**src/sv/io_expander_poll_sequencer_core_assert.svh**
```systemverilog
// Assertion macros shared by the poll sequencer RTL.
`ifndef IO_EXPANDER_POLL_SEQUENCER_CORE_ASSERT_SVH
`define IO_EXPANDER_POLL_SEQUENCER_CORE_ASSERT_SVH

// A condition that must hold at every clock edge outside reset.
`define IOEPS_ASSERT_ALWAYS(label, expr, msg) \
   label: assert property (@(posedge clock) disable iff (reset) (expr)) \
      else $error(msg);

// A condition that implies another one in the same cycle.
`define IOEPS_ASSERT_IMPLIES(label, ante, cons, msg) \
   label: assert property (@(posedge clock) disable iff (reset) (ante) |-> (cons)) \
      else $error(msg);

// A condition that implies another one in the following cycle.
`define IOEPS_ASSERT_NEXT(label, ante, cons, msg) \
   label: assert property (@(posedge clock) disable iff (reset) (ante) |=> (cons)) \
      else $error(msg);

`endif

```
**src/sv/ioeps_pkg.sv**
```systemverilog
// Types, constants and word builders for the I/O expander poll sequencer.
`default_nettype none

package ioeps_pkg;

   // Width of the internal consecutive error counter.
   localparam int COUNT_WIDTH = 8;

   // Transfer slots of the polling ring.
   localparam logic [2:0] SLOT_FIRST = 3'd0;
   localparam logic [2:0] SLOT_OUT0  = 3'd3;
   localparam logic [2:0] SLOT_LED   = 3'd5;
   localparam logic [2:0] SLOT_READ  = 3'd6;

   // Configuration register indexes.
   localparam logic [1:0] CSR_PORT_CFG     = 2'd0;
   localparam logic [1:0] CSR_LED_CFG      = 2'd1;
   localparam logic [1:0] CSR_POWER_ENABLE = 2'd2;

   // Configuration register reset values.
   localparam logic [19:0] PORT_CFG_RESET     = 20'h80002;
   localparam logic [8:0]  LED_CFG_RESET      = 9'd282;
   localparam logic        POWER_ENABLE_RESET = 1'b1;

   // Bus addresses and expander registers.
   localparam logic [6:0] DEV_BASE   = 7'h20;
   localparam logic [6:0] DEV_IO     = 7'h22;
   localparam logic [2:0] REG_CONFIG = 3'h6;
   localparam logic [2:0] REG_OUTPUT = 3'h2;
   localparam logic [2:0] REG_INPUT  = 3'h1;
   localparam logic [1:0] LEN_WRITE  = 2'd2;
   localparam logic [1:0] LEN_READ   = 2'd1;

   // Device index of each expander within the config slots.
   localparam logic [1:0] DEV_IDX_LOW = 2'd0;
   localparam logic [1:0] DEV_IDX_MID = 2'd1;

   // Fixed input pins of the third expander.
   localparam logic [7:0] FIXED_INPUTS = 8'b00111000;

   // Port modes and their expander nibbles.
   localparam logic [1:0] MODE_UNSET = 2'd0;
   localparam logic [1:0] MODE_RS485 = 2'd1;
   localparam logic [1:0] MODE_RS422 = 2'd2;
   localparam logic [1:0] MODE_BOTH  = 2'd3;
   localparam logic [3:0] NIB_UNSET  = 4'b0000;
   localparam logic [3:0] NIB_RS485  = 4'b0001;
   localparam logic [3:0] NIB_RS422  = 4'b1110;
   localparam logic [3:0] NIB_BOTH   = 4'b0010;

   // LED modes.
   localparam logic [2:0] LED_OFF    = 3'd0;
   localparam logic [2:0] LED_SLOW   = 3'd2;
   localparam logic [2:0] LED_MEDIUM = 3'd3;
   localparam logic [2:0] LED_FAST   = 3'd4;

   typedef struct packed {
      logic [19:0] port_cfg;
      logic [8:0]  led_cfg;
      logic        power_enable;
   } cfg_type;

   typedef struct packed {
      logic [31:0] time_us;
      logic        link_busy;
      logic        link_error;
      logic [15:0] rx_word;
   } item_type;

   typedef struct packed {
      logic        issue_start;
      logic        issue_read;
      logic [1:0]  issue_length;
      logic [6:0]  issue_device;
      logic [2:0]  issue_register;
      logic [15:0] issue_tx_word;
      logic [2:0]  power_good;
      logic [7:0]  errors_in_row;
      logic [19:0] mode_enable_word;
   } result_type;

   // Expander direction nibble for one port mode.
   function automatic logic [3:0] port_nibble(input logic [1:0] mode);
      logic [3:0] nib;
      case (mode)
         MODE_RS485: nib = NIB_RS485;
         MODE_RS422: nib = NIB_RS422;
         MODE_BOTH:  nib = NIB_BOTH;
         MODE_UNSET: nib = NIB_UNSET;
         default:    nib = NIB_UNSET;
      endcase
      return nib;
   endfunction

   // Configuration word of one expander; the lowest port sits in the top nibble.
   function automatic logic [15:0] config_word(input logic [1:0] dev,
                                               input logic [19:0] modes);
      logic [15:0] word;
      case (dev)
         DEV_IDX_LOW: word = {port_nibble(modes[1:0]), port_nibble(modes[3:2]),
                              port_nibble(modes[5:4]), port_nibble(modes[7:6])};
         DEV_IDX_MID: word = {port_nibble(modes[9:8]), port_nibble(modes[11:10]),
                              port_nibble(modes[13:12]), port_nibble(modes[15:14])};
         default:     word = {FIXED_INPUTS, port_nibble(modes[17:16]),
                              port_nibble(modes[19:18])};
      endcase
      return word;
   endfunction

   // State of one LED from its mode and the microsecond time.
   function automatic logic led_state(input logic [2:0] mode, input logic [31:0] t);
      logic lit;
      case (mode)
         LED_OFF:    lit = 1'b0;
         LED_SLOW:   lit = t[21];
         LED_MEDIUM: lit = t[19];
         LED_FAST:   lit = t[17];
         default:    lit = 1'b1;
      endcase
      return lit;
   endfunction

   // Output word of the third expander: active-low LEDs and the power enable.
   function automatic logic [15:0] led_word(input logic [8:0] modes,
                                            input logic [31:0] t,
                                            input logic pwr);
      logic [2:0] lit;
      lit = {led_state(modes[8:6], t), led_state(modes[5:3], t),
             led_state(modes[2:0], t)};
      return {1'b0, pwr, 3'b000, ~lit, 8'h00};
   endfunction

   // Transceiver enable bits: RS485 ports low half, RS422 ports high half.
   function automatic logic [19:0] mode_word(input logic [19:0] modes);
      logic [19:0] word;
      word = '0;
      for (int p = 0; p < 10; p++) begin
         word[p]      = (modes[2*p +: 2] == MODE_RS485);
         word[p + 10] = (modes[2*p +: 2] == MODE_RS422);
      end
      return word;
   endfunction

endpackage

`default_nettype wire

```
**src/sv/ioeps_csr.sv**
```systemverilog
// Configuration registers of the poll sequencer.
`default_nettype none

module ioeps_csr (
   input  wire logic              clock,
   input  wire logic              reset,
   input  wire logic              csr_valid,
   input  wire logic              csr_ready,
   input  wire logic [1:0]        csr_index,
   input  wire logic [19:0]       csr_wdata,
   output ioeps_pkg::cfg_type     cfg
);
   import ioeps_pkg::*;

   cfg_type cfg_ff;
   cfg_type cfg_in;
   logic    write_en;

   assign write_en = csr_valid && csr_ready;

   // Decode the register index; unknown indexes leave everything alone.
   always_comb begin
      cfg_in = cfg_ff;
      if (write_en) begin
         case (csr_index)
            CSR_PORT_CFG:     cfg_in.port_cfg     = csr_wdata;
            CSR_LED_CFG:      cfg_in.led_cfg      = csr_wdata[8:0];
            CSR_POWER_ENABLE: cfg_in.power_enable = csr_wdata[0];
            default:          cfg_in = cfg_ff;
         endcase
      end
   end

   always_ff @(posedge clock) begin
      if (reset) begin
         cfg_ff.port_cfg     <= PORT_CFG_RESET;
         cfg_ff.led_cfg      <= LED_CFG_RESET;
         cfg_ff.power_enable <= POWER_ENABLE_RESET;
      end else begin
         cfg_ff <= cfg_in;
      end
   end

   assign cfg = cfg_ff;

endmodule

`default_nettype wire

```
**src/sv/ioeps_seq.sv**
```systemverilog
// Slot ring, error counter and input word, with the per-beat decision logic.
`default_nettype none

`include "io_expander_poll_sequencer_core_assert.svh"

module ioeps_seq (
   input  wire logic                 clock,
   input  wire logic                 reset,
   input  wire logic                 step_en,
   input  ioeps_pkg::item_type       item,
   input  ioeps_pkg::cfg_type        cfg,
   output ioeps_pkg::result_type     result
);
   import ioeps_pkg::*;

   logic [2:0]             slot_ff;
   logic [2:0]             slot_in;
   logic [COUNT_WIDTH-1:0] run_ff;
   logic [COUNT_WIDTH-1:0] run_in;
   logic [15:0]            word_ff;
   logic [15:0]            word_in;
   logic [31:0]            run_wide;
   result_type             res;

   // Next state and the transfer to issue for this beat.
   always_comb begin
      slot_in = slot_ff;
      run_in  = run_ff;
      word_in = word_ff;
      res     = '0;
      res.power_good       = {word_ff[14], word_ff[15], word_ff[13]};
      res.mode_enable_word = mode_word(cfg.port_cfg);
      if (!item.link_busy) begin
         if (item.link_error) begin
            // Retry the same slot; the counter sticks at all ones.
            if (run_ff != '1) begin
               run_in = run_ff + COUNT_WIDTH'(1);
            end
         end else begin
            if (slot_ff >= SLOT_READ) begin
               word_in = item.rx_word;
               slot_in = SLOT_FIRST;
            end else begin
               slot_in = slot_ff + 3'd1;
            end
            run_in = '0;
         end
         res.issue_start = 1'b1;
         if (slot_in >= SLOT_READ) begin
            res.issue_read     = 1'b1;
            res.issue_length   = LEN_READ;
            res.issue_device   = DEV_IO;
            res.issue_register = REG_INPUT;
         end else if (slot_in < SLOT_OUT0) begin
            res.issue_length   = LEN_WRITE;
            res.issue_device   = DEV_BASE + {5'b00000, slot_in[1:0]};
            res.issue_register = REG_CONFIG;
            res.issue_tx_word  = config_word(slot_in[1:0], cfg.port_cfg);
         end else begin
            res.issue_length   = LEN_WRITE;
            res.issue_device   = DEV_BASE + 7'(slot_in - SLOT_OUT0);
            res.issue_register = REG_OUTPUT;
            res.issue_tx_word  = (slot_in == SLOT_LED) ?
                                 led_word(cfg.led_cfg, item.time_us, cfg.power_enable) :
                                 16'h0000;
         end
      end
   end

   // Reported count is capped at eight bits.
   assign run_wide = 32'(run_in);

   always_comb begin
      result = res;
      result.errors_in_row = (run_wide > 32'd255) ? 8'hFF : run_wide[7:0];
   end

   always_ff @(posedge clock) begin
      if (reset) begin
         slot_ff <= SLOT_FIRST;
         run_ff  <= '0;
         word_ff <= '0;
      end else if (step_en) begin
         slot_ff <= slot_in;
         run_ff  <= run_in;
         word_ff <= word_in;
      end
   end

   `IOEPS_ASSERT_ALWAYS(a_slot_in_ring, slot_ff <= SLOT_READ, "slot left the ring")
   `IOEPS_ASSERT_NEXT(a_success_clears, step_en && !item.link_busy && !item.link_error, run_ff == '0, "error count not cleared after success")
   `IOEPS_ASSERT_NEXT(a_hold_when_idle, !step_en || item.link_busy, $stable(slot_ff) && $stable(run_ff) && $stable(word_ff), "state moved without a beat")

endmodule

`default_nettype wire

```
**src/sv/io_expander_poll_sequencer_core.sv**
```systemverilog
// Top level of the I/O expander poll sequencer.
//
// Each beat on the req channel is one status sample of the I2C master: the
// microsecond time, busy and error flags and the last received word. For
// every beat exactly one rsp beat follows, saying whether a transfer is
// issued and which one (device, register, direction, length, write data),
// plus the power-good bits, the consecutive error count and the transceiver
// enable word. The ring runs through three config writes, three output
// writes and one input read, retrying a slot after an error.
// A beat accepted into the input register is decided on and registered into
// the rsp register. Throughput is one beat per cycle while rsp is not stalled;
// the decision is a single pass of logic between the input and rsp registers.
// When rsp_tready is low the rsp register holds its beat and one more req
// beat is still taken into the input register; after that req_tready drops.
// Synchronous reset empties both registers, restarts the ring at the first
// config write with a zero error count and zero input word, and loads the
// configuration defaults. The csr channel is always ready; write it only
// while no beat is in flight.
`default_nettype none

`include "io_expander_poll_sequencer_core_assert.svh"

module io_expander_poll_sequencer_core (
   input  wire logic        clock,
   input  wire logic        reset,
   input  wire logic        req_tvalid,
   output      logic        req_tready,
   // [31:0] time_us, [32] link_busy, [33] link_error, [49:34] rx_word, rest zero
   input  wire logic [55:0] req_tdata,
   output      logic        rsp_tvalid,
   input  wire logic        rsp_tready,
   // [0] issue_start, [1] issue_read, [3:2] issue_length, [10:4] issue_device,
   // [13:11] issue_register, [29:14] issue_tx_word, [32:30] power_good,
   // [40:33] errors_in_row, [60:41] mode_enable_word, rest zero
   output      logic [63:0] rsp_tdata,
   input  wire logic        csr_valid,
   output      logic        csr_ready,
   input  wire logic [1:0]  csr_index,
   input  wire logic [19:0] csr_wdata
);
   import ioeps_pkg::*;

   logic       in_valid_ff;
   logic       in_valid_in;
   item_type   in_item_ff;
   logic       out_valid_ff;
   logic       out_valid_in;
   result_type out_ff;
   result_type step_result;
   cfg_type    cfg;
   logic       out_free;
   logic       step_en;
   logic       req_fire;

   assign csr_ready = 1'b1;

   ioeps_csr u_csr (
      .clock     (clock),
      .reset     (reset),
      .csr_valid (csr_valid),
      .csr_ready (csr_ready),
      .csr_index (csr_index),
      .csr_wdata (csr_wdata),
      .cfg       (cfg)
   );

   ioeps_seq u_seq (
      .clock   (clock),
      .reset   (reset),
      .step_en (step_en),
      .item    (in_item_ff),
      .cfg     (cfg),
      .result  (step_result)
   );

   // Handshake: the input register moves on whenever the rsp register is free.
   assign out_free   = !out_valid_ff || rsp_tready;
   assign step_en    = in_valid_ff && out_free;
   assign req_tready = !in_valid_ff || out_free;
   assign req_fire   = req_tvalid && req_tready;

   assign in_valid_in  = req_fire ? 1'b1 : (step_en ? 1'b0 : in_valid_ff);
   assign out_valid_in = step_en ? 1'b1 : (rsp_tready ? 1'b0 : out_valid_ff);

   always_ff @(posedge clock) begin
      if (reset) begin
         in_valid_ff  <= 1'b0;
         out_valid_ff <= 1'b0;
      end else begin
         in_valid_ff  <= in_valid_in;
         out_valid_ff <= out_valid_in;
      end
   end

   // Payload registers.
   always_ff @(posedge clock) begin
      if (req_fire) begin
         in_item_ff.time_us    <= req_tdata[31:0];
         in_item_ff.link_busy  <= req_tdata[32];
         in_item_ff.link_error <= req_tdata[33];
         in_item_ff.rx_word    <= req_tdata[49:34];
      end
      if (step_en) begin
         out_ff <= step_result;
      end
   end

   assign rsp_tvalid = out_valid_ff;
   assign rsp_tdata  = {3'b000,
                        out_ff.mode_enable_word,
                        out_ff.errors_in_row,
                        out_ff.power_good,
                        out_ff.issue_tx_word,
                        out_ff.issue_register,
                        out_ff.issue_device,
                        out_ff.issue_length,
                        out_ff.issue_read,
                        out_ff.issue_start};

   `IOEPS_ASSERT_IMPLIES(a_stall_means_full, !req_tready, in_valid_ff && out_valid_ff, "input stalled with a free register")
   `IOEPS_ASSERT_NEXT(a_step_fills_output, step_en, out_valid_ff, "decided beat lost")
   `IOEPS_ASSERT_NEXT(a_rsp_held, rsp_tvalid && !rsp_tready, rsp_tvalid && $stable(rsp_tdata), "stalled rsp beat changed")

endmodule

`default_nettype wire

```
**config.mk**
```make
export PLATFORM = sky130hd
export DESIGN_NAME = io_expander_poll_sequencer_core
export DESIGN_NICKNAME = d
export VERILOG_FILES = /design/src/sv/ioeps_pkg.sv /design/src/sv/ioeps_csr.sv /design/src/sv/ioeps_seq.sv /design/src/sv/io_expander_poll_sequencer_core.sv
export VERILOG_INCLUDE_DIRS = /design/src /design/src/sv
export SDC_FILE = /design/constraint.sdc
export NUM_CORES = 1
export LEC_CHECK = 0
export CORE_AREA = 2 2 119 121
export CTS_BUF_LIST = sky130_fd_sc_hd__clkbuf_16
export CTS_CLUSTER_SIZE = 12
export DETAILED_ROUTE_END_ITERATION = 10
export DIE_AREA = 0 0 121 123
export DONT_BUFFER_PORTS = 1
export GPL_ROUTABILITY_DRIVEN = 0
export SETUP_SLACK_MARGIN = 0.1
export SLEW_MARGIN = 20
export SYNTH_ARGS = -nofsm -noshare
export SYNTH_HDL_FRONTEND = slang
export SYNTH_SLANG_ARGS = --single-unit
```
**constraint.sdc**
```tcl
create_clock -name clock -period 2.2 [get_ports clock]
set_input_delay 0 -clock clock [delete_from_list [all_inputs] [get_ports clock]]
set_output_delay 0 -clock clock [all_outputs]
set_load 0.02 [all_outputs]
```
==> impl_metrics.prom, run 1 <==
# TYPE chip_impl_metric gauge
chip_impl_metric{name="max_freq",unit="MHz"} 471
chip_impl_metric{name="grt_max_degree",unit=""} 45
chip_impl_metric{name="initialDrtViolationCount",unit=""} 185
chip_impl_metric{name="antenna_violations_before_repair",unit=""} 1
chip_impl_metric{name="row_count",unit=""} 43
chip_impl_metric{name="post-dp-hpwl",unit="mm"} 7.49
chip_impl_metric{name="count_of_nets_left_with_antenna_violations_after_detail_routing",unit=""} 0
chip_impl_metric{name="internal_reg_to_reg_setup_slack",unit="ps"} 80
chip_impl_info{name="worstSetupStartpointType",value="flop"} 1
chip_impl_metric{name="xor_xnor_cell_area_share_of_the_yosys_netlist",unit=""} 0.00749
chip_impl_metric{name="post-route-worst-setup-slack",unit="ps"} 78.3
chip_impl_metric{name="drt-vias-per-instance",unit=""} 4.98
chip_impl_metric{name="drt-total-wl",unit="mm"} 10.7
chip_impl_metric{name="cell_leakage_power",unit="nW"} 2.12
chip_impl_info{name="cell_seen_most_often_among_critical_path_stages",value="ha_4"} 1
chip_impl_info{name="critical_path_sink_type",value="flop"} 1
chip_impl_metric{name="ir_drop",unit="µV"} 293
chip_impl_metric{name="final_total_negative_setup_slack",unit="ps"} 0
chip_impl_metric{name="syn_avg_cell_area",unit="µm²"} 10.8
chip_impl_metric{name="worst_hold_path.num_cells",unit=""} 4
chip_impl_metric{name="detailroute.wirelength.met2",unit="mm"} 4.98
chip_impl_metric{name="area_growth",unit="%"} 23.3
chip_impl_metric{name="synth.ff_latch_count",unit=""} 108
chip_impl_metric{name="synth_cell_type_count",unit=""} 63
chip_impl_metric{name="fin_skew",unit="ps"} 7.14
chip_impl_metric{name="clock_insertion_delay_worst_skew",unit="ps"} 340
chip_impl_metric{name="postSynth.asyncResetShare",unit=""} 0
chip_impl_info{name="cts_tree",value="done"} 1
chip_impl_info{name="rsz0062_at_grt",value="yes"} 1
chip_impl_metric{name="worst_slew_margin_rel",unit=""} 0.636
chip_impl_info{name="hold_end",value="u_csr.cfg[16]$_SDFFE_PP0P_"} 1
chip_impl_metric{name="post-route-min-period",unit="ps"} 2120
chip_impl_metric{name="netlist_instances",unit=""} 434
chip_impl_metric{name="pre_cts_slack",unit="ps"} 45.0
chip_impl_metric{name="synthSimpleGateAreaFrac",unit=""} 0.187
chip_impl_metric{name="design.core.area",unit="µm²"} 13600
chip_impl_metric{name="synth_enable_flop_cells",unit=""} 62
chip_impl_metric{name="worst_pin_slew",unit="ps"} 543
chip_impl_info{name="cell_with_the_biggest_individual_delay_on_the_critical_path",value="or4_4"} 1
chip_impl_metric{name="die-height",unit="µm"} 123
chip_impl_metric{name="first_global_vias",unit=""} 3119
chip_impl_metric{name="drt_pre_antenna_iters",unit=""} 4
chip_impl_metric{name="h_tree_depth_reported_by_cts",unit=""} 3
chip_impl_metric{name="pin_count",unit=""} 150
chip_impl_info{name="synth_top_family_by_area",value="simple AND/OR/NAND/NOR gates"} 1
chip_impl_metric{name="timing.final.max_slew_violations",unit=""} 0
chip_impl_metric{name="floorplan.initialDensity",unit=""} 0.344
chip_impl_metric{name="globalRoute.totalOverflow",unit=""} 0
chip_impl_metric{name="yosys-mux-area-fraction",unit=""} 0.0257
chip_impl_info{name="criticalPathCategory",value="reg2reg"} 1
chip_impl_info{name="worstReg2RegEnd",value="rsp_tdata[22]$_SDFFCE_PP0P_"} 1
chip_impl_metric{name="rr_worst_depth",unit=""} 8
chip_impl_metric{name="chipWidth",unit="µm"} 121
chip_impl_info{name="crit_family",value="simple AND/OR/NAND/NOR gates"} 1
chip_impl_metric{name="cts_max_path_buffers",unit=""} 2
chip_impl_metric{name="synth.yosys.warnings",unit=""} 0
chip_impl_metric{name="critical_path.n_buffers_inverters",unit=""} 1
chip_impl_metric{name="met3_wirelength",unit="µm"} 556
chip_impl_metric{name="clkSlewWorstSetupHoldPaths",unit="ps"} 70
chip_impl_info{name="timing.hold.worst.start",value="csr_index[0]"} 1
chip_impl_metric{name="io_buffer_count",unit=""} 0
chip_impl_info{name="most_repeated_cell_in_the_gate_level_netlist_after_synthesis",value="nand2_1"} 1
chip_impl_info{name="min_path_type",value="in2reg"} 1
chip_impl_info{name="synth_top_cells_by_area",value="edfxtp_1, dfxtp_1, nand2_1"} 1
chip_impl_metric{name="final-hold-violation-count",unit=""} 0
chip_impl_metric{name="cts_made_buffers",unit=""} 9
chip_impl_metric{name="synth_adder_area_share",unit=""} 0.0107
chip_impl_info{name="path_cells",value="inv_2 > ha_4 > o21ai_4 > a22o_1 > nand2_2 > ha_4 > or4_4 > o22ai_2"} 1
chip_impl_metric{name="design.die.area",unit="µm²"} 14900
chip_impl_info{name="topRoutingLayerUsed",value="met4"} 1
chip_impl_metric{name="final_routed_drc_violation_total",unit=""} 0
chip_impl_metric{name="post_route_cells_drive_above_1_share",unit=""} 0.152
chip_impl_metric{name="nets",unit=""} 574
chip_impl_metric{name="synth.top_cell.area_share",unit=""} 0.398
chip_impl_metric{name="global_route.usage.total",unit=""} 0.143
chip_impl_metric{name="worstPathMaxFanout",unit=""} 5
chip_impl_info{name="synth.largest_area_cell",value="edfxtp_1"} 1
chip_impl_metric{name="post-route-period-util",unit=""} 0.964
chip_impl_metric{name="power_density",unit="nW/µm²"} 745
chip_impl_info{name="clk_root_buffer_cell",value="clkbuf_16"} 1
chip_impl_metric{name="cp_data_arrival_time",unit="ps"} 2310
chip_impl_metric{name="grt_first_pass_wirelength",unit="mm"} 16.5
chip_impl_metric{name="via_count",unit=""} 3350
chip_impl_metric{name="cts_sinks",unit=""} 108
chip_impl_metric{name="fillerInstances",unit=""} 1288
chip_impl_metric{name="metal_1_wl",unit="mm"} 4.93
chip_impl_metric{name="wl_per_cell",unit="µm"} 15.9
chip_impl_metric{name="synth_compound_area_frac",unit=""} 0.126
chip_impl_metric{name="max_cap_violation_count",unit=""} 0
chip_impl_metric{name="critical_path.max_stage_delay",unit="ps"} 580
chip_impl_info{name="dominantRegCellSynth",value="edfxtp_1"} 1
chip_impl_metric{name="finalSetupViolCount",unit=""} 0
chip_impl_info{name="run_status",value="completed"} 1
chip_impl_metric{name="worst-endpoint-required",unit="ps"} 2390
chip_impl_info{name="synth_top_cells_by_count",value="nand2_1, edfxtp_1, dfxtp_1"} 1
chip_impl_info{name="regToRegStartpoint",value="u_seq.slot_ff[0]$_SDFFE_PP0P_"} 1
chip_impl_metric{name="yosysSeqAreaShare",unit=""} 0.595
chip_impl_metric{name="synthesized_cell_area",unit="µm²"} 4680
## metrics by stage
stage	cell area [µm²]	hold slack, ps	power, mW	utilization	std cells
CTS	5610	48.3	4.30	0.412	660
detailed placement	4910	75.4	2.72	0.361	605
floorplan	4730	98.9	2.64	-	437
finish	5770	57.3	4.29	0.424	673
global placement	4910	74.9	2.71	0.361	605
global route	5770	60.6	4.47	0.424	673
## where the power goes
group	total (mW)	leakage, nW	switching (mW)	internal (mW)
Clock	1.51	0.141	0.730	0.776
Combinational	0.435	1.02	0.236	0.199
Sequential	2.35	0.964	0.123	2.23
Total	4.29	2.12	1.09	3.21
## worst register-to-register path, cell delays in order (launching register included)
cell,delay [ps]
dfxtp_4,350
inv_2,40
ha_4,160
o21ai_4,180
a22o_1,200
nand2_2,90
ha_4,170
or4_4,580
o22ai_2,190
## sequential cells by signal, summed over array words and instances, names as in the netlist
name / count
rsp_tdata: 54
u_seq.run_ff: 8
in_valid_ff: 1
u_csr.cfg: 30
u_seq.word_ff: 3
rsp_tvalid: 1
in_item_ff: 8
u_seq.slot_ff: 3
## worst max-delay path by stage
stage / startpoint / endpoint / slack (ps) / cells past startpoint
floorplan: u_seq.slot_ff[0]$_SDFFE_PP0P_ / rsp_tdata[23]$_SDFFCE_PP0P_ / 140 / 9
CTS: u_seq.slot_ff[0]$_SDFFE_PP0P_ / rsp_tdata[23]$_SDFFCE_PP0P_ / 80 / 7
detailed placement: u_seq.slot_ff[1]$_SDFFE_PP0P_ / rsp_tdata[23]$_SDFFCE_PP0P_ / 50 / 7
global placement: u_seq.slot_ff[1]$_SDFFE_PP0P_ / rsp_tdata[23]$_SDFFCE_PP0P_ / 60 / 7
finish: u_seq.slot_ff[0]$_SDFFE_PP0P_ / rsp_tdata[22]$_SDFFCE_PP0P_ / 80 / 8
global route: u_seq.slot_ff[1]$_SDFFE_PP0P_ / rsp_tdata[22]$_SDFFCE_PP0P_ / 30 / 7
## per-layer routing
layer / up-vias / GRT usage
met5: - / 0
met1: 1581 / 0.188
met2: 107 / 0.221
met3: 14 / 0.0369
li1: 1648 / -
met4: 0 / 0.0683
## cell families (layout without fill, tap and decap cells)
family                     Yosys count  after routing
and+or+nand+nor                    178            178
DFF                                108            108
AOI/OAI and AO/OA                   86             86
buffers and inverters               40             95
muxes                               12             12
adders and majority gates            4              4
xor gates and xnor gates             4              4
other                                2              6
## placed cells by master (no fill, tap or decap), drive strengths merged, types with 5 or more instances in the layout
cell type    netlist  final
clkbuf            10      9
mux2i             12     12
a211oi            15     15
buf               19     31
conb               2      5
a21oi             35     35
nand2             75     75
nor3               5      5
o21ai              5      5
dfxtp             46     46
dlygate4sd3        0     37
nand3              9      9
nor3b              5      5
nor2b             21     21
inv               10     14
edfxtp            62     62
nor2              36     36
## what timing repair did
action	in CTS	in global routing
endpoints found under the hold margin	53	0
gates resized for setup	4	12
setup endpoints to repair	3	16
hold buffers	38	0
pin swaps	1	13
setup buffers	1	12
## cell type report
| cell class | count | area [µm²] | area share |
|---|---|---|---|
| clock inverters | 7 | 52.6 | 0.00911 |
| flip-flops and latches | 108 | 2790 | 0.484 |
| well taps | 180 | 225 | 0.0391 |
| multi-input cells | 289 | 1790 | 0.310 |
| repair buffers | 68 | 639 | 0.111 |
| clock buffers | 9 | 225 | 0.0391 |
| inverters | 11 | 42.5 | 0.00738 |
| diodes | 1 | 2.50 | 0.000434 |
Power figures use the tool's default switching activity.
==> run 2, diff against run 1 <==
--- a/config.mk
+++ b/config.mk
@@ -6,15 +6,17 @@
 export SDC_FILE = /design/constraint.sdc
 export NUM_CORES = 1
 export LEC_CHECK = 0
-export CORE_AREA = 2 2 119 121
+export ABC_AREA = 1
+export CORE_AREA = 2 2 139 141
 export CTS_BUF_LIST = sky130_fd_sc_hd__clkbuf_16
 export CTS_CLUSTER_SIZE = 12
 export DETAILED_ROUTE_END_ITERATION = 10
-export DIE_AREA = 0 0 121 123
+export DIE_AREA = 0 0 141 143
 export DONT_BUFFER_PORTS = 1
 export GPL_ROUTABILITY_DRIVEN = 0
 export SETUP_SLACK_MARGIN = 0.1
 export SLEW_MARGIN = 20
 export SYNTH_ARGS = -nofsm -noshare
 export SYNTH_HDL_FRONTEND = slang
+export SYNTH_HIERARCHICAL = 1
 export SYNTH_SLANG_ARGS = --single-unit
==> run 2 against run 1 <==
  * Flip-flop and latch count rose by 7
  * Synthesized cell count rose by 35%
  * Final area rose by 12%
  * Largest cell class unchanged
  * Highest routed layer unchanged
==> impl_metrics.prom, run 2 <==
# TYPE chip_impl_metric gauge
chip_impl_metric{name="ir_drop",unit="µV"} 372
chip_impl_info{name="worstSetupStartpointType",value="input port"} 1
chip_impl_info{name="run_status",value="completed"} 1
chip_impl_metric{name="final_util",unit=""} 0.347
chip_impl_metric{name="post_layout_nonfiller_instances",unit=""} 879
chip_impl_info{name="critical_path_sink_type",value="flop"} 1
chip_impl_info{name="min_path_type",value="in2reg"} 1
chip_impl_metric{name="row_count",unit=""} 50
chip_impl_metric{name="critical_path.max_stage_delay",unit="ps"} 570
chip_impl_metric{name="cell_leakage_power",unit="nW"} 2.66
chip_impl_metric{name="die-height",unit="µm"} 143
chip_impl_metric{name="cts_made_buffers",unit=""} 17
chip_impl_info{name="cts_tree",value="done"} 1
chip_impl_info{name="clk_root_buffer_cell",value="clkbuf_16"} 1
chip_impl_metric{name="hold-worst-slack",unit="ps"} 99.0
chip_impl_metric{name="area_growth",unit="%"} 24.3
chip_impl_metric{name="antennaDiodeCount",unit=""} 0
chip_impl_metric{name="max_cap_violation_count",unit=""} 0
chip_impl_metric{name="final-hold-violation-count",unit=""} 0
chip_impl_metric{name="via_count",unit=""} 3857
chip_impl_metric{name="drt-vias-per-instance",unit=""} 4.39
chip_impl_metric{name="drt-total-wl",unit="mm"} 12.0
chip_impl_info{name="worst_setup_path_startpoint",value="csr_index[1]"} 1
chip_impl_metric{name="nets",unit=""} 717
chip_impl_metric{name="final_routed_drc_violation_total",unit=""} 0
chip_impl_metric{name="final_total_negative_setup_slack",unit="ps"} 0
chip_impl_metric{name="fin_skew",unit="ps"} 8.00
chip_impl_metric{name="clock_insertion_delay_worst_skew",unit="ps"} 410
chip_impl_metric{name="post-dp-hpwl",unit="mm"} 8.34
chip_impl_metric{name="post_dp_cell_area",unit="µm²"} 5370
chip_impl_metric{name="netlist_instances",unit=""} 585
chip_impl_metric{name="worst_slew_margin_rel",unit=""} 0.380
chip_impl_metric{name="worstPathMaxFanout",unit=""} 9
chip_impl_info{name="rsz0062_at_grt",value="no"} 1
chip_impl_metric{name="power_density",unit="nW/µm²"} 902
chip_impl_metric{name="synthesized_cell_area",unit="µm²"} 5190
chip_impl_metric{name="postCtsSetupBuffers",unit=""} 0
chip_impl_metric{name="post-route-min-period",unit="ps"} 2000
chip_impl_metric{name="chipWidth",unit="µm"} 141
chip_impl_metric{name="count_of_nets_left_with_antenna_violations_after_detail_routing",unit=""} 0
chip_impl_metric{name="cp_data_arrival_time",unit="ps"} 2350
chip_impl_metric{name="global_route.usage.total",unit=""} 0.124
chip_impl_metric{name="grt_max_degree",unit=""} 57
chip_impl_metric{name="worst-endpoint-required",unit="ps"} 2560
chip_impl_metric{name="initialDrtViolationCount",unit=""} 232
chip_impl_metric{name="cts_sinks",unit=""} 115
chip_impl_metric{name="antenna_violations_before_repair",unit=""} 0
chip_impl_metric{name="drt_pre_antenna_iters",unit=""} 5
chip_impl_metric{name="max_freq",unit="MHz"} 501
chip_impl_metric{name="first_global_vias",unit=""} 3618
chip_impl_metric{name="floorplan.initialDensity",unit=""} 0.279
chip_impl_metric{name="internal_reg_to_reg_setup_slack",unit="ps"} 270
chip_impl_metric{name="pin_count",unit=""} 150
chip_impl_metric{name="design.die.area",unit="µm²"} 20200
chip_impl_metric{name="design.core.area",unit="µm²"} 18600
chip_impl_metric{name="finalSetupViolCount",unit=""} 0
chip_impl_metric{name="synth.yosys.warnings",unit=""} 6
chip_impl_info{name="endpoint",value="u_csr/cfg[5]$_SDFFE_PP1P_"} 1
chip_impl_metric{name="cts_hold_repair.buffers",unit=""} 47
chip_impl_metric{name="globalRoute.totalOverflow",unit=""} 0
chip_impl_metric{name="fin_area",unit="µm²"} 6440
chip_impl_metric{name="clkSlewWorstSetupHoldPaths",unit="ps"} 50
chip_impl_metric{name="io_buffer_count",unit=""} 0
chip_impl_metric{name="wl_per_cell",unit="µm"} 13.7
chip_impl_metric{name="post-route-period-util",unit=""} 0.908
chip_impl_info{name="worstReg2RegEnd",value="rsp_tdata[17]$_DFFE_PP_"} 1
chip_impl_info{name="cell_seen_most_often_among_critical_path_stages",value="dlygate4sd3_1"} 1
chip_impl_info{name="regToRegStartpoint",value="u_seq/slot_ff[1]$_SDFFE_PP0P_"} 1
chip_impl_info{name="criticalPathCategory",value="in2reg"} 1
chip_impl_metric{name="worst_pin_slew",unit="ps"} 929
chip_impl_metric{name="timing.final.max_slew_violations",unit=""} 0
chip_impl_metric{name="post_route_cells_drive_above_1_share",unit=""} 0.107
chip_impl_metric{name="cts_resized",unit=""} 0
chip_impl_info{name="layout_common_cells",value="nand2_1, inv_1, nor2_1"} 1
chip_impl_metric{name="h_tree_depth_reported_by_cts",unit=""} 4
chip_impl_info{name="timing.hold.worst.start",value="csr_index[0]"} 1
chip_impl_info{name="layout_commonest_cell",value="nand2_1"} 1
chip_impl_metric{name="rr_worst_depth",unit=""} 7
chip_impl_metric{name="largest_register_ffs",unit=""} 61
chip_impl_metric{name="cts_max_path_buffers",unit=""} 2
chip_impl_info{name="path_cells",value="dlygate4sd3_1 > inv_1 > nand2_1 > nor2_2 > nand2_1 > dlygate4sd3_1 > nand3_1 > dlygate4sd3_1"} 1
chip_impl_metric{name="grt_first_pass_wirelength",unit="mm"} 19.1
chip_impl_metric{name="dp.cells",unit=""} 800
chip_impl_info{name="cell_with_the_biggest_individual_delay_on_the_critical_path",value="dlygate4sd3_1"} 1
chip_impl_metric{name="syn_avg_cell_area",unit="µm²"} 8.87
-- run 2: cell type report --
cell class	count	area [µm²]
fill	1864	12100
multi-input combinational	358	1690
inverter	86	324
clock buffer	17	425
sequential	115	3000
timing repair buffer	54	536
tap	234	293
clock inverter	15	183
-- run 2: metal layers --
layer | global-route usage | wire length, µm | vias to the layer above
met3 | 0.0402 | 589 | 20
met2 | 0.185 | 5270 | 93
met5 | 0 | 0 | -
li1 | - | - | 1975
met4 | 0.0589 | 308 | 0
met1 | 0.162 | 5850 | 1769
-- run 2: worst max-delay path, delay by kind of cell --
kind / cells / cell delay, ps
buffers and inverters: 4 / 1780
and+or+nand+nor: 4 / 570
-- run 2: worst min-delay path by stage --
stage               cells after the start  slack (ps)                          to
floorplan                               1          60     rsp_tvalid$_SDFFE_PP0P_
global placement                        1          60     rsp_tvalid$_SDFFE_PP0P_
detailed placement                      1          60     rsp_tvalid$_SDFFE_PP0P_
CTS                                     4          70  u_csr/cfg[29]$_SDFFE_PP1P_
global route                            4         120  u_csr/cfg[29]$_SDFFE_PP1P_
finish                                  4         100  u_csr/cfg[11]$_SDFFE_PP1P_
-- run 2: per-stage QoR --
| stage | setup WS [ps] | power [mW] |
|---|---|---|
| 2_1_floorplan | -97.4 | 2.90 |
| 3_3_place_gp | 305 | 2.98 |
| 3_5_place_dp | 278 | 2.98 |
| 4_1_cts | 251 | 5.89 |
| 5_1_grt | 135 | 6.04 |
| 6_report | 203 | 5.81 |
-- run 2: report_power, final --
group	internal (mW)	switching [mW]
clock	1.79	1.03
combinational	0.166	0.306
sequential	2.40	0.129
total	4.35	1.46
==> run 3, diff against run 2 <==
--- a/config.mk
+++ b/config.mk
@@ -14,6 +14,7 @@
 export DIE_AREA = 0 0 141 143
 export DONT_BUFFER_PORTS = 1
 export GPL_ROUTABILITY_DRIVEN = 0
+export RECOVER_POWER = 25
 export SETUP_SLACK_MARGIN = 0.1
 export SLEW_MARGIN = 20
 export SYNTH_ARGS = -nofsm -noshare
==> run 3 against run 2 <==
  * Non-clock buffer count stayed put
  * Final cell count is the same
  * Register-to-register slack about the same
  * Worst hold slack improved by 3.0 ps
  * Critical path depth is the same
  * Clock skew hardly changed
  * Sequential share of layout area hardly changed
  * Worst setup slack got worse by 0.53 ps
  * Sequential power about the same
  * Power about the same
  * First-iteration DRC count stayed put
  * Fmax hardly changed
==> impl_metrics.prom, run 3 (synthesis gave the netlist of run 2 again) <==
# TYPE chip_impl_metric gauge
chip_impl_info{name="run_status",value="completed"} 1
chip_impl_metric{name="wl_per_cell",unit="µm"} 13.7
chip_impl_metric{name="globalRoute.totalOverflow",unit=""} 0
chip_impl_metric{name="share_clk_of_total_power",unit=""} 0.484
chip_impl_info{name="regToRegStartpoint",value="u_seq/slot_ff[1]$_SDFFE_PP0P_"} 1
chip_impl_metric{name="final-hold-violation-count",unit=""} 0
chip_impl_metric{name="post_dp_cell_area",unit="µm²"} 5370
chip_impl_metric{name="antenna_violations_before_repair",unit=""} 0
chip_impl_metric{name="antennaDiodeCount",unit=""} 0
chip_impl_metric{name="worst-endpoint-required",unit="ps"} 2560
chip_impl_info{name="criticalPathCategory",value="in2reg"} 1
chip_impl_info{name="worst_setup_path_startpoint",value="csr_index[1]"} 1
chip_impl_metric{name="fin_skew",unit="ps"} 7.86
chip_impl_metric{name="post_layout_nonfiller_instances",unit=""} 879
chip_impl_metric{name="grt_max_degree",unit=""} 57
chip_impl_metric{name="p_seq_frac",unit=""} 0.435
chip_impl_metric{name="cts_max_path_buffers",unit=""} 2
chip_impl_metric{name="cell_leakage_power",unit="nW"} 2.65
chip_impl_metric{name="power_density",unit="nW/µm²"} 904
chip_impl_metric{name="fillerInstances",unit=""} 1869
chip_impl_metric{name="final_routed_drc_violation_total",unit=""} 0
chip_impl_metric{name="chipWidth",unit="µm"} 141
chip_impl_metric{name="grt_first_pass_wirelength",unit="mm"} 19.1
chip_impl_metric{name="count_of_nets_left_with_antenna_violations_after_detail_routing",unit=""} 0
chip_impl_metric{name="switching_power_share_of_the_total",unit=""} 0.251
chip_impl_metric{name="post-route-min-period",unit="ps"} 2000
chip_impl_metric{name="ir_drop",unit="µV"} 371
chip_impl_metric{name="fin_area",unit="µm²"} 6430
chip_impl_info{name="rsz0062_at_grt",value="no"} 1
chip_impl_info{name="worstSetupStartpointType",value="input port"} 1
chip_impl_info{name="critical_path_sink_type",value="flop"} 1
chip_impl_info{name="cell_with_the_biggest_individual_delay_on_the_critical_path",value="dlygate4sd3_1"} 1
chip_impl_metric{name="via_count",unit=""} 3872
chip_impl_metric{name="postCtsSetupBuffers",unit=""} 0
chip_impl_metric{name="initialDrtViolationCount",unit=""} 232
chip_impl_metric{name="clock_insertion_delay_worst_skew",unit="ps"} 410
chip_impl_metric{name="row_count",unit=""} 50
chip_impl_metric{name="clkSlewWorstSetupHoldPaths",unit="ps"} 60
chip_impl_info{name="path_cells",value="dlygate4sd3_1 > inv_1 > nand2_1 > nor2_2 > nand2_1 > dlygate4sd3_1 > nand3_1 > dlygate4sd3_1"} 1
chip_impl_metric{name="dp.cells",unit=""} 800
chip_impl_metric{name="drt-vias-per-instance",unit=""} 4.41
chip_impl_metric{name="post-dp-hpwl",unit="mm"} 8.34
chip_impl_metric{name="drt_pre_antenna_iters",unit=""} 4
chip_impl_metric{name="critical_path.n_buffers_inverters",unit=""} 4
chip_impl_metric{name="worstPathMaxFanout",unit=""} 9
chip_impl_info{name="cts_tree",value="done"} 1
chip_impl_metric{name="first_global_vias",unit=""} 3618
chip_impl_metric{name="max_freq",unit="MHz"} 501
chip_impl_metric{name="die-height",unit="µm"} 143
chip_impl_info{name="crit_family",value="buffers and inverters"} 1
chip_impl_info{name="layout_common_cells",value="nand2_1, inv_1, nor2_1"} 1
chip_impl_metric{name="worst_slew_margin_rel",unit=""} 0.378
chip_impl_metric{name="cell_internal_pwr",unit="mW"} 4.35
chip_impl_info{name="layout_commonest_cell",value="nand2_1"} 1
chip_impl_metric{name="cp_data_arrival_time",unit="ps"} 2350
chip_impl_metric{name="floorplan.initialDensity",unit=""} 0.279
chip_impl_metric{name="rr_worst_depth",unit=""} 7
chip_impl_metric{name="total_power",unit="mW"} 5.81
chip_impl_metric{name="timing.final.max_slew_violations",unit=""} 0
chip_impl_metric{name="worst_pin_slew",unit="ps"} 932
chip_impl_metric{name="cts_sinks",unit=""} 115
chip_impl_metric{name="post_route_cells_drive_above_1_share",unit=""} 0.102
chip_impl_metric{name="area_growth",unit="%"} 24.1
chip_impl_metric{name="post-route-worst-setup-slack",unit="ps"} 203
chip_impl_metric{name="worst-path-stages",unit=""} 8
chip_impl_metric{name="drt-total-wl",unit="mm"} 12.0
chip_impl_info{name="clk_root_buffer_cell",value="clkbuf_16"} 1
chip_impl_metric{name="finalSetupViolCount",unit=""} 0
chip_impl_metric{name="design.core.area",unit="µm²"} 18600
chip_impl_metric{name="critical_path.max_stage_delay",unit="ps"} 570
chip_impl_metric{name="h_tree_depth_reported_by_cts",unit=""} 4
chip_impl_metric{name="pre_cts_slack",unit="ps"} 278
chip_impl_metric{name="share_comb_of_total_power",unit=""} 0.081
chip_impl_metric{name="design.die.area",unit="µm²"} 20200
chip_impl_info{name="endpoint",value="u_csr/cfg[5]$_SDFFE_PP1P_"} 1
chip_impl_metric{name="nets",unit=""} 717
chip_impl_info{name="min_path_type",value="in2reg"} 1
chip_impl_metric{name="internal_reg_to_reg_setup_slack",unit="ps"} 260
chip_impl_info{name="worstReg2RegEnd",value="rsp_tdata[17]$_DFFE_PP_"} 1
chip_impl_metric{name="pin_count",unit=""} 150
chip_impl_metric{name="global_route.usage.total",unit=""} 0.124
chip_impl_metric{name="largest_register_ffs",unit=""} 61
chip_impl_metric{name="max_cap_violation_count",unit=""} 0
chip_impl_info{name="cell_seen_most_often_among_critical_path_stages",value="dlygate4sd3_1"} 1
chip_impl_metric{name="post-route-period-util",unit=""} 0.908
chip_impl_metric{name="final_total_negative_setup_slack",unit="ps"} 0
chip_impl_metric{name="total_switching_power",unit="mW"} 1.46
chip_impl_metric{name="io_buffer_count",unit=""} 0
chip_impl_metric{name="cts_made_buffers",unit=""} 17
run 3: per-stage QoR:
| stage | hold WS (ps) | util |
|---|---|---|
| detailed placement | 63.2 | 0.289 |
| global route | 123 | 0.346 |
| global placement | 61.7 | 0.289 |
| CTS | 72.4 | 0.347 |
| floorplan | 59.4 | - |
| finish | 102 | 0.346 |
run 3: worst min path at each step:
stage / from / to / slack, ps / cells past startpoint
floorplan: reset / rsp_tvalid$_SDFFE_PP0P_ / 60 / 1
global placement: reset / rsp_tvalid$_SDFFE_PP0P_ / 60 / 1
detailed placement: reset / rsp_tvalid$_SDFFE_PP0P_ / 60 / 1
CTS: csr_index[0] / u_csr/cfg[29]$_SDFFE_PP1P_ / 70 / 4
global route: csr_index[0] / u_csr/cfg[29]$_SDFFE_PP1P_ / 120 / 4
finish: csr_index[0] / u_csr/cfg[29]$_SDFFE_PP1P_ / 100 / 4
run 3: layer usage:
metal  share of wire  track usage  vias to the layer above
met5               0            0                        -
met3           0.047       0.0402                       20
met2            0.44        0.185                       94
li1                -            -                     1974
met1            0.49        0.162                     1784
met4           0.025       0.0589                        0
run 3: final cells by class:
type	count	area, µm²	area share
clock inverters	15	183	0.0284
well taps	234	293	0.0455
multi-input cells	358	1690	0.262
clock buffers	17	425	0.0661
flip-flops and latches	115	2990	0.465
inverters	86	324	0.0504
repair buffers	54	528	0.0821
run 3: repair_timing:
| action | CTS | global route |
|---|---|---|
| gates resized for setup | 0 | 0 |
| hold buffers | 47 | 0 |
| endpoints found under the setup margin | 0 | 0 |
| endpoints found under the hold margin | 62 | 0 |
run 3: power by group through the flow:
stage | registers (mW) | logic [mW] | clock network [mW]
after floorplan | 2.55 | 0.347 | 0
after global placement | 2.57 | 0.404 | 0
after detailed placement | 2.58 | 0.408 | 0
after CTS | 2.53 | 0.474 | 2.89
after global routing | 2.54 | 0.528 | 2.97
final | 2.53 | 0.470 | 2.81
run 3: worst register-to-register path, stage by stage (launching register included):
cell and delay [ps]:
dfxtp_1 440, ha_1 290, nand3_2 80, nand2_2 210, nor2_4 340, o21ai_0 160
nand2_1 110, nor3_2 50
